$ cat src/rtl/hkst_pkg.sv
// Shared constants, command codes and control types for the hashed key set table.
package hkst_pkg;

  // Table geometry. BUCKETS must be a power of two (bucket = hash low bits).
  localparam int unsigned BUCKETS  = 256;
  localparam int unsigned WAYS     = 4;
  localparam int unsigned BUCKET_W = $clog2(BUCKETS);
  localparam int unsigned WAY_W    = (WAYS > 1) ? $clog2(WAYS) : 1;
  localparam int unsigned HALF_W   = 64;
  localparam int unsigned KEY_W    = 2 * HALF_W;
  localparam int unsigned CMD_W    = 2;

  // Command codes; the unused code behaves as a lookup.
  localparam logic [CMD_W-1:0] CMD_LOOKUP = 2'd0;
  localparam logic [CMD_W-1:0] CMD_ADD    = 2'd1;
  localparam logic [CMD_W-1:0] CMD_REMOVE = 2'd2;

  // Controller to datapath commands.
  typedef struct packed {
    logic load;    // capture input transfer, hash the key
    logic read;    // read the bucket row
    logic commit;  // update the table, load the result register
  } hkst_cmd_t;

endpackage

$ cat src/rtl/hkst_ctrl.sv
// Controller state machine for the hashed key set table.
module hkst_ctrl (
  input  logic             clk,
  input  logic             rst,
  input  logic             in_valid,
  output logic             in_stall,
  output logic             out_valid,
  input  logic             out_stall,
  output hkst_pkg::hkst_cmd_t cmd
);
  import hkst_pkg::*;

  typedef enum logic [2:0] {
    ST_IDLE = 3'b001,
    ST_READ = 3'b010,
    ST_CMP  = 3'b100
  } state_t;

  state_t state, state_next;
  logic   out_valid_next;
  logic   out_busy;

  assign out_busy = out_valid && out_stall;
  assign in_stall = (state != ST_IDLE);

  always_comb begin
    state_next = state;
    cmd        = '0;
    unique case (state)
      ST_IDLE: begin
        if (in_valid) begin
          cmd.load   = 1'b1;
          state_next = ST_READ;
        end
      end
      ST_READ: begin
        cmd.read   = 1'b1;
        state_next = ST_CMP;
      end
      ST_CMP: begin
        // hold until the result register is free
        if (!out_busy) begin
          cmd.commit = 1'b1;
          state_next = ST_IDLE;
        end
      end
      default: state_next = ST_IDLE;
    endcase
  end

  always_comb begin
    if (cmd.commit) begin
      out_valid_next = 1'b1;
    end else if (out_valid && !out_stall) begin
      out_valid_next = 1'b0;
    end else begin
      out_valid_next = out_valid;
    end
  end

  always_ff @(posedge clk) begin
    if (rst) begin
      state     <= ST_IDLE;
      out_valid <= 1'b0;
    end else begin
      state     <= state_next;
      out_valid <= out_valid_next;
    end
  end

  a_commit_free: assert property (@(posedge clk) disable iff (rst)
    cmd.commit |-> !out_busy)
    else $error("commit while result register still occupied");

  a_commit_shows: assert property (@(posedge clk) disable iff (rst)
    cmd.commit |=> out_valid)
    else $error("committed result not presented");

  a_accept_reads: assert property (@(posedge clk) disable iff (rst)
    (in_valid && !in_stall) |=> cmd.read)
    else $error("accepted transfer not followed by bucket read");

endmodule

$ cat config.mk
export PLATFORM = sky130hd
export DESIGN_NAME = hkst_ctrl
export DESIGN_NICKNAME = d
export VERILOG_FILES = /design/src/rtl/hkst_pkg.sv /design/src/rtl/hkst_ctrl.sv
export SDC_FILE = /design/constraint.sdc
export NUM_CORES = 1
export LEC_CHECK = 0
export BUFFER_PORTS_ARGS = -buffer_cell sky130_fd_sc_hd__buf_2
export CORE_AREA = 4 4 41 43
export DETAILED_ROUTE_END_ITERATION = 8
export DIE_AREA = 0 0 45 47
export PLACE_DENSITY = 0.3
export SLEW_MARGIN = 40
export SYNTH_ARGS = -nofsm -noshare
export SYNTH_HDL_FRONTEND = slang
export SYNTH_SLANG_ARGS = --single-unit
export TNS_END_PERCENT = 20
$ cat constraint.sdc
create_clock -name clk -period 1.6 [get_ports clk]
set_input_delay 0 -clock clk [delete_from_list [all_inputs] [get_ports clk]]
set_output_delay 0 -clock clk [all_outputs]
set_load 0.05 [all_outputs]
==> metrics.log, run 1 <==
INFO  metric route.vias.total = 169
INFO  metric worst_path_largest_cell_delay = 0.42 ns
INFO  metric post_synth_inst_count = 19
INFO  metric maxSlewViolCount = 0
INFO  metric grt_pass1_vias = 182
INFO  metric number_of_antenna_violations_at_the_first_check_in_global_routing = 0
INFO  metric tritoncts.num_buffers = 3
INFO  metric first_iter_violations = 0
INFO  metric finalWeightedCongestion = 0.641
INFO  metric synth.most_common_cell = dfxtp_1
INFO  metric endpoint_arrival_time_on_the_critical_path = 1.38 ns
INFO  metric post_synthesis_register_bit_count = 4
INFO  metric groute.usage.overall = 5.61%
INFO  metric ys_dominant_reg_cell = dfxtp_1
INFO  metric tightest_slew = 0.253 ns
INFO  metric floorplan.die.width = 45 um
INFO  metric ys_top_cells_by_area = dfxtp_1 (46%), or3b_4 (6.4%), a21oi_1 (5.7%), a21oi_2 (5.0%), nand4b_1 (5.0%)
INFO  metric critical_path_required = 1.60 ns
INFO  metric clock-root-buffer = clkbuf_4
INFO  metric numPortBuffers = 8
INFO  metric grt_start_max_net_pins = 7
INFO  metric synth_nets = 23
INFO  metric grt_pass1_wl = 738 um
INFO  metric drt_pass1_iterations = 1
INFO  metric crit_type = reg -> out
INFO  metric post_cts.repair.setup_buffers = 0
INFO  metric cts.sinks = 4
INFO  metric synth.cell_area = 175 sq um
INFO  metric cts-htree-levels = 1
INFO  metric synthArstFlopShare = 0%
INFO  metric crit_path_max_fanout = 6
INFO  metric report.final.setup_viol = 0
INFO  metric postRouteWirelength = 403 um
INFO  metric fin_crit_sh = 86.4%
INFO  metric worst_setup_hold_path_clk_slew = 0.04 ns
INFO  metric slew_headroom = 83.3%
INFO  metric peak_supply_drop = 0.394 mV
INFO  metric vias_per_cell = 3.76
INFO  metric ant_nets = 0
INFO  metric timing.critical_path.slowest_stage_cell = or3b_4
INFO  metric clock_tree.buffer_depth = 2
INFO  metric number_of_flops_mapped_to_enable_cells_by_yosys = 0
INFO  metric cts.repair.resized = 0
INFO  metric drt_drc_violations_left = 0
INFO  metric finalHoldViolCount = 0
INFO  metric postSynthAreaPerCell = 9.22 sq um
INFO  metric synth_top_area_share = 45.7%
INFO  metric insertion_delay = 0.23 ns
INFO  metric grt_overflow_total = 0
INFO  metric cts_tree = built
INFO  metric synth_commonest_cells = dfxtp_1 (4), a21oi_1 (2), nand2_1 (2), nor2_1 (2)
INFO  metric ys_types = 13
INFO  metric routedWlPerCell = 8.96 um
INFO  metric number_of_max_capacitance_violations_reported = 0
INFO  metric power_per_cell_area = 1080 nW/um^2
INFO  metric final_util = 19.9%
INFO  metric fmax = 724 MHz
INFO  metric yosysWarningCount = 0
INFO  metric setup_tns = 0 ns
INFO  metric worst_setup_path_end_kind = output pin
INFO  metric floorplan.initialDensity = 13.5%
INFO  metric total_leakage_power = 0.118 nW
INFO  metric die_height = 47 um
INFO  metric dieArea = 2120 sq um
INFO  metric core-area = 1300 sq um
INFO  metric finalCriticalPeriod = 1.38 ns
INFO  metric status = finished clean
INFO  metric grt_setup_unrepaired = no
INFO  metric ios = 9
INFO  metric post_route_cells_drive_above_1_share = 43.3%
INFO  metric crit_path_cell_trace = or3b_4 -> a21oi_1 -> buf_2
INFO  metric final.setup_skew = 0.00169 ns
INFO  metric num-nets-final = 36
INFO  metric synth-seq-area-share = 45.7%
INFO  metric dp_hpwl = 313 um
INFO  metric num_rows = 13
INFO  metric netlist.top_cell.by_area = dfxtp_1
INFO  metric antennaDiodeCount = 0
INFO  metric timing.hold.worst.class = in -> reg
INFO  metric flow.area_growth_from_synthesis = 47.9%
INFO  metric critPathLaunchType = flop
-- stage by stage --
stage | worst slack, ns | area, sq um | hold slack (ns) | power [mW] | std cells
2_1_floorplan | 0.425 | 175 | 0.0624 | 0.142 | 19
3_3_place_gp | 0.446 | 226 | 0.218 | 0.156 | 41
3_5_place_dp | 0.459 | 226 | 0.218 | 0.155 | 41
4_1_cts | 0.200 | 259 | 0.0381 | 0.289 | 45
5_1_grt | 0.130 | 259 | 0.0570 | 0.298 | 45
6_report | 0.218 | 259 | 0.0442 | 0.280 | 45
-- cell usage in the layout, fill, tap and decap left out --
master / Yosys / routed
buf_2: 0 / 8
dfxtp_1: 4 / 4
clkbuf_4: 0 / 3
a21oi_1: 2 / 2
nor2_1: 2 / 2
nand2_1: 2 / 2
or3b_4: 1 / 1
nand2b_1: 1 / 1
and3_1: 1 / 1
nor2b_1: 1 / 1
nand4b_1: 1 / 1
a211oi_1: 1 / 1
a21oi_2: 1 / 1
o21bai_1: 1 / 1
dlygate4sd3_1: 0 / 1
-- report_power, final --
group          leakage [nW]  internal, mW  switching, mW
sequential           0.0327         0.104        0.00444
clock                0.0138        0.0839         0.0406
combinational        0.0717        0.0140         0.0323
total                 0.118         0.202         0.0774
-- registers in the layout, indices dropped and copies added (netlist names) --
signal,cells
out_valid,1
state,3
-- area by class of cell --
class | count | area [sq um]
fillers | 156 | 1040
multi-input cells | 14 | 87.6
flip-flops and latches | 4 | 80.1
repair buffers | 9 | 50.0
clock buffers | 3 | 22.5
well taps | 15 | 18.8
-- cells by family after synthesis --
family                 Yosys count  share of synthesized area, %
and+or+nand+nor                  9                          30.7
AOI/OAI and AO/OA                5                          19.3
DFF                              4                          45.7
buffers and inverters            1                          4.29
-- what timing repair did --
item / in CTS / in global routing
endpoints found under the hold margin: 3 / 0
hold buffers: 1 / 0
setup endpoints to repair: 0 / 0
-- final timing paths --
| path | cells after the start | slack (ns) | endpoint | from |
|---|---|---|---|---|
| setup reg to reg | 2 | 0.65 | out_valid | state[0] |
| hold / removal | 3 | 0.04 | out_valid | out_stall |
| hold reg to reg | 2 | 0.49 | out_valid | out_valid |
| setup / recovery | 3 | 0.22 | cmd[0] | state[0] |
-- critical path, delay by kind of cell, from the launching register on --
kind | cells | cell delay [ns]
DFF | 1 | 0.34
buffers and inverters | 1 | 0.28
and+or+nand+nor | 1 | 0.42
AOI/OAI and AO/OA | 1 | 0.11
-- routing by layer --
layer | up-vias | GRT usage [%] | wire length [um]
met5 | - | 0 | 0
met4 | 0 | 8.77 | 10
met3 | 2 | 4.21 | 52
met2 | 7 | 5.93 | 169
met1 | 71 | 5.45 | 170
li1 | 89 | - | -
(Power assumes the default switching activity.)
==> inputs of run 2 (changes only) <==
Settings changed: RECOVER_POWER set to 100.
==> metrics.log, run 2 (synthesis results as in run 1) <==
INFO  metric status = finished clean (unchanged)
INFO  metric vias_per_cell = 3.80 (was 3.76)
INFO  metric worst_hold_slack = 0.0486 ns (was 0.0442 ns)
INFO  metric cts.sinks = 4 (unchanged)
INFO  metric largest-register = state (unchanged)
INFO  metric critical_path_required = 1.60 ns (about the same)
INFO  metric dp_hpwl = 313 um (unchanged)
INFO  metric post_route_cells_drive_above_1_share = 26.7% (was 43.3%)
INFO  metric postLayoutSetupSlackWorst = 0.178 ns (was 0.218 ns)
INFO  metric die_height = 47 um (unchanged)
INFO  metric grt_pass1_vias = 182 (unchanged)
INFO  metric number_of_antenna_violations_at_the_first_check_in_global_routing = 0 (unchanged)
INFO  metric highest_layer = met4 (unchanged)
INFO  metric fin_crit_sh = 88.9% (was 86.4%)
INFO  metric worst_setup_hold_path_clk_slew = 0.04 ns (about the same)
INFO  metric critPathLaunchType = flop (unchanged)
INFO  metric routedWlPerCell = 8.82 um (was 8.96 um)
INFO  metric crit_path_max_fanout = 6 (unchanged)
INFO  metric fmax = 703 MHz (was 724 MHz)
INFO  metric crit_type = reg -> out (unchanged)
INFO  metric cts-htree-levels = 1 (unchanged)
INFO  metric floorplan.die.width = 45 um (unchanged)
INFO  metric ant_nets = 0 (unchanged)
INFO  metric dieArea = 2120 sq um (unchanged)
INFO  metric finalWeightedCongestion = 0.641 (unchanged)
INFO  metric clock_power_share = 44.8% (was 44.5%)
INFO  metric slew_headroom = 60.2% (was 83.3%)
INFO  metric endpoint_arrival_time_on_the_critical_path = 1.42 ns (was 1.38 ns)
INFO  metric num_rows = 13 (unchanged)
INFO  metric power_switching_share = 27.8% (was 27.7%)
INFO  metric final_util = 19.3% (was 19.9%)
INFO  metric clock-root-buffer = clkbuf_4 (unchanged)
INFO  metric num-nets-final = 36 (unchanged)
INFO  metric met3WireLength = 51 um (was 52 um)
INFO  metric p_seq_share = 39.1% (was 38.9%)
INFO  metric insertion_delay = 0.23 ns (about the same)
INFO  metric grt_overflow_total = 0 (unchanged)
INFO  metric ios = 9 (unchanged)
INFO  metric drt_drc_violations_left = 0 (unchanged)
INFO  metric core-area = 1300 sq um (unchanged)
INFO  metric worst_setup_path_end_kind = output pin (unchanged)
INFO  metric number_of_max_capacitance_violations_reported = 0 (unchanged)
INFO  metric antennaDiodeCount = 0 (unchanged)
INFO  metric peak_supply_drop = 0.391 mV (was 0.394 mV)
INFO  metric timing.hold.worst.class = in -> reg (unchanged)
INFO  metric setup_tns = 0 ns (unchanged)
INFO  metric floorplan.initialDensity = 13.5% (unchanged)
INFO  metric finalCriticalPeriod = 1.42 ns (was 1.38 ns)
INFO  metric power_per_cell_area = 1100 nW/um^2 (was 1080 nW/um^2)
INFO  metric cts.repair.resized = 0 (unchanged)
INFO  metric maxSlewViolCount = 0 (unchanged)
INFO  metric tritoncts.num_buffers = 3 (unchanged)
INFO  metric final.setup_skew = 0.00151 ns (was 0.00169 ns)
INFO  metric groute.usage.overall = 5.61% (unchanged)
INFO  metric numPortBuffers = 8 (unchanged)
INFO  metric most-common-layout-cells = dfxtp_1 (4), clkbuf_1 (4), clkbuf_4 (3), buf_2 (3) (was buf_2 (8), dfxtp_1 (4), clkbuf_4 (3))
INFO  metric route.vias.total = 171 (was 169)
INFO  metric reg_top3 = state: 3 flops, out_valid: 1 flops (unchanged)
INFO  metric internal_power = 0.200 mW (was 0.202 mW)
INFO  metric cts_tree = built (unchanged)
INFO  metric total_leakage_power = 0.0998 nW (was 0.118 nW)
INFO  metric place_worst_setup_slack = 0.459 ns (unchanged)
INFO  metric clock_tree.buffer_depth = 2 (unchanged)
INFO  metric wirelength_met1 = 169 um (was 170 um)
INFO  metric grt_setup_unrepaired = no (unchanged)
INFO  metric largest_register_ff_count = 3 (unchanged)
INFO  metric grt_pass1_wl = 738 um (unchanged)
INFO  metric flow.area_growth_from_synthesis = 43.6% (was 47.9%)
INFO  metric first_iter_violations = 0 (unchanged)
INFO  metric netSwitchingPower = 0.0771 mW (was 0.0774 mW)
INFO  metric drt_pass1_iterations = 1 (unchanged)
INFO  metric postRouteWirelength = 397 um (was 403 um)
INFO  metric tightest_slew = 0.600 ns (was 0.253 ns)
INFO  metric report.final.setup_viol = 0 (unchanged)
INFO  metric power.combinational.fraction = 16.1% (was 16.6%)
INFO  metric routed-wl-met2 = 165 um (was 169 um)
INFO  metric post_cts.repair.setup_buffers = 0 (unchanged)
INFO  metric grt_start_max_net_pins = 7 (unchanged)
INFO  metric hold_buffers = 1 (unchanged)
INFO  metric finalHoldViolCount = 0 (unchanged)
## run 2: cell types whose count changed in the layout (fill, tap and decap cells not counted)
cell | before | now
or3b_4 | 1 | 0
or3b_1 | 0 | 1
clkbuf_1 | 0 | 4
clkbuf_2 | 0 | 1
buf_2 | 8 | 3
## run 2: final timing paths
check / cells past startpoint / endpoint / slack, ns / start
min: 3 / out_valid / 0.05 / out_stall
min reg2reg: 2 / out_valid / 0.49 / out_valid
max: 3 / cmd[0] / 0.18 / state[0]
max reg2reg: 2 / out_valid / 0.64 / state[0]
## run 2: worst max-delay path, stage by stage, from the launching register on
cell      delay, ns
dfxtp_1        0.34
or3b_1         0.42
a21oi_1        0.13
clkbuf_2       0.29
## run 2: final cells by class
class | instances | area (sq um)
sequential | 4 | 80.1
timing repair buffer | 9 | 45.0
tap | 15 | 18.8
clock buffer | 3 | 22.5
multi-input combinational | 14 | 85.1
fill | 161 | 1050
## run 2: metrics by stage
step | power (mW) | instances | instance area, sq um
after global routing | 0.296 | 45 | 251
after detailed placement | 0.155 | 41 | 226
final | 0.277 | 45 | 251
after global placement | 0.156 | 41 | 226
after CTS | 0.289 | 45 | 259
after floorplan | 0.142 | 19 | 175
## run 2: routing by layer
layer / track usage [%] / vias to the layer above
li1: - / 89
met1: 5.45 / 73
met2: 5.93 / 7
met3: 4.21 / 2
met4: 8.77 / 0
met5: 0 / -
## run 2: power groups by stage
stage / clock (mW) / combinational, mW / sequential (mW)
floorplan: 0 / 0.0325 / 0.109
global placement: 0 / 0.0452 / 0.111
detailed placement: 0 / 0.0450 / 0.110
CTS: 0.133 / 0.0470 / 0.109
global route: 0.139 / 0.0480 / 0.110
finish: 0.124 / 0.0446 / 0.108
==> inputs of run 3 (changes only) <==
Settings changed: REMOVE_ABC_BUFFERS set to 1.
==> metrics.log, run 3 (synthesis results as in run 1) <==
INFO  metric antennaDiodeCount = 0 (unchanged)
INFO  metric final.setup_skew = 0.000166 ns (was 0.00151 ns)
INFO  metric most-common-layout-cells = dfxtp_1 (4), clkbuf_1 (4), clkbuf_4 (3), buf_2 (3) (unchanged)
INFO  metric grt_setup_unrepaired = no (unchanged)
INFO  metric core-area = 1300 sq um (unchanged)
INFO  metric finish.cell_count_without_fillers = 45 (unchanged)
INFO  metric largest-register = state (unchanged)
INFO  metric routedWlPerCell = 9.33 um (was 8.82 um)
INFO  metric tightest_slew = 0.601 ns (was 0.600 ns)
INFO  metric route.vias.total = 166 (was 171)
INFO  metric grt_overflow_total = 0 (unchanged)
INFO  metric critical_path_required = 1.60 ns (about the same)
INFO  metric internal_power = 0.200 mW (about the same)
INFO  metric report.final.setup_viol = 0 (unchanged)
INFO  metric die_height = 47 um (unchanged)
INFO  metric slew_headroom = 60.1% (was 60.2%)
INFO  metric finalHoldViolCount = 0 (unchanged)
INFO  metric worst_setup_path_end_kind = output pin (unchanged)
INFO  metric worst_path_largest_cell_delay = 0.42 ns (about the same)
INFO  metric grt_start_max_net_pins = 7 (unchanged)
INFO  metric critPathLaunchType = flop (unchanged)
INFO  metric postRouteWirelength = 420 um (was 397 um)
INFO  metric fin_crit_sh = 89.2% (was 88.9%)
INFO  metric cts-htree-levels = 1 (unchanged)
INFO  metric number_of_max_capacitance_violations_reported = 0 (unchanged)
INFO  metric total_leakage_power = 0.0998 nW (unchanged)
INFO  metric setup_tns = 0 ns (unchanged)
INFO  metric crit_path_max_fanout = 6 (unchanged)
INFO  metric first_iter_violations = 1 (was 0)
INFO  metric insertion_delay = 0.23 ns (about the same)
INFO  metric endpoint_arrival_time_on_the_critical_path = 1.43 ns (was 1.42 ns)
INFO  metric floorplan.die.width = 45 um (unchanged)
INFO  metric number_of_antenna_violations_at_the_first_check_in_global_routing = 0 (unchanged)
INFO  metric floorplan.initialDensity = 13.5% (unchanged)
INFO  metric groute.usage.overall = 5.21% (was 5.61%)
INFO  metric largest_register_ff_count = 3 (unchanged)
INFO  metric power_switching_share = 27.2% (was 27.8%)
INFO  metric cp_top_delay_family = simple AND/OR/NAND/NOR gates (unchanged)
INFO  metric path_buf_inv = 1 (unchanged)
INFO  metric clock-root-buffer = clkbuf_4 (unchanged)
INFO  metric status = finished clean (unchanged)
INFO  metric timing.critical_path.slowest_stage_cell = or3b_1 (unchanged)
INFO  metric crit_path_cell_trace = or3b_1 -> a21oi_1 -> clkbuf_2 (unchanged)
INFO  metric clock_power_share = 44.0% (was 44.8%)
INFO  metric total_power = 0.275 mW (was 0.277 mW)
INFO  metric drt_drc_violations_left = 0 (unchanged)
INFO  metric peak_supply_drop = 0.240 mV (was 0.391 mV)
INFO  metric ios = 9 (unchanged)
INFO  metric power_per_cell_area = 1090 nW/um^2 (was 1100 nW/um^2)
INFO  metric fmax = 701 MHz (was 703 MHz)
INFO  metric power.combinational.fraction = 16.4% (was 16.1%)
INFO  metric vias_per_cell = 3.69 (was 3.80)
INFO  metric flow.area_growth_from_synthesis = 43.6% (unchanged)
INFO  metric cts_tree = built (unchanged)
INFO  metric timing.hold.worst.class = in -> reg (unchanged)
INFO  metric crit_type = reg -> out (unchanged)
INFO  metric cts.sinks = 4 (unchanged)
INFO  metric num_rows = 13 (unchanged)
INFO  metric dieArea = 2120 sq um (unchanged)
INFO  metric num-nets-final = 36 (unchanged)
INFO  metric dpl.cell_count = 41 (unchanged)
INFO  metric clock_tree.buffer_depth = 2 (unchanged)
INFO  metric grt_pass1_vias = 180 (was 182)
INFO  metric worst_setup_hold_path_clk_slew = 0.04 ns (about the same)
INFO  metric post_route_cells_drive_above_1_share = 26.7% (unchanged)
INFO  metric numPortBuffers = 8 (unchanged)
INFO  metric finalWeightedCongestion = 0.622 (was 0.641)
INFO  metric netSwitchingPower = 0.0748 mW (was 0.0771 mW)
INFO  metric maxSlewViolCount = 0 (unchanged)
INFO  metric ant_nets = 0 (unchanged)
INFO  metric finalCriticalPeriod = 1.43 ns (was 1.42 ns)
INFO  metric grt_pass1_wl = 696 um (was 738 um)
INFO  metric p_seq_share = 39.6% (was 39.1%)
INFO  metric reg_top3 = state: 3 flops, out_valid: 1 flops (unchanged)
INFO  metric drt_pass1_iterations = 2 (was 1)
INFO  metric tritoncts.num_buffers = 3 (unchanged)
[run 3: power by group through the flow]
| stage | Combinational [mW] | Sequential, mW | Clock, mW |
|---|---|---|---|
| 2_1_floorplan | 0.0324 | 0.109 | 0 |
| 3_5_place_dp | 0.0452 | 0.111 | 0 |
| 5_1_grt | 0.0489 | 0.109 | 0.137 |
| 6_report | 0.0451 | 0.109 | 0.121 |
| 4_1_cts | 0.0473 | 0.109 | 0.131 |
| 3_3_place_gp | 0.0454 | 0.111 | 0 |
[run 3: worst reg2reg max path, stage by stage (launching register included)]
cell and delay (ns):
dfxtp_1 0.35, or3b_1 0.42, a21oi_2 0.14
[run 3: path summary, 6_finish.rpt]
path	startpoint	to	slack (ns)	cells after the start
hold reg to reg	out_valid	out_valid	0.49	2
setup reg to reg	state[0]	out_valid	0.63	2
setup / recovery	state[0]	cmd[0]	0.17	3
hold / removal	out_stall	out_valid	0.05	3
[run 3: what timing repair did]
item / 4_1_cts / 5_1_grt
hold buffers: 1 / 0
hold endpoints to repair: 3 / 0
setup buffers: 0 / 0
resized for setup: 0 / 0
[run 3: per-layer routing]
metal	part of all wire, %	track usage [%]	wire, um
met5	0	0	0
met4	1.9	7.02	8
met3	13	3.45	55
met2	41	6.50	173
met1	43	4.99	182
[run 3: layout make-up]
type / count / area [sq um]
Timing Repair Buffer: 9 / 45.0
Sequential cell: 4 / 80.1
Tap cell: 15 / 18.8
Clock buffer: 3 / 22.5
Multi-Input combinational cell: 14 / 85.1
Fill cell: 164 / 1050
[run 3: through the flow]
step                      instance area [sq um]  worst slack [ns]  hold slack (ns)  util (%)
after CTS                                   259             0.185           0.0358      19.9
after global routing                        251            0.0607           0.0474      19.3
after floorplan                             168            0.0977           0.0624         -
after detailed placement                    226             0.441            0.216      17.4
after global placement                      226             0.457            0.218      17.4
final                                       251             0.173           0.0477      19.3
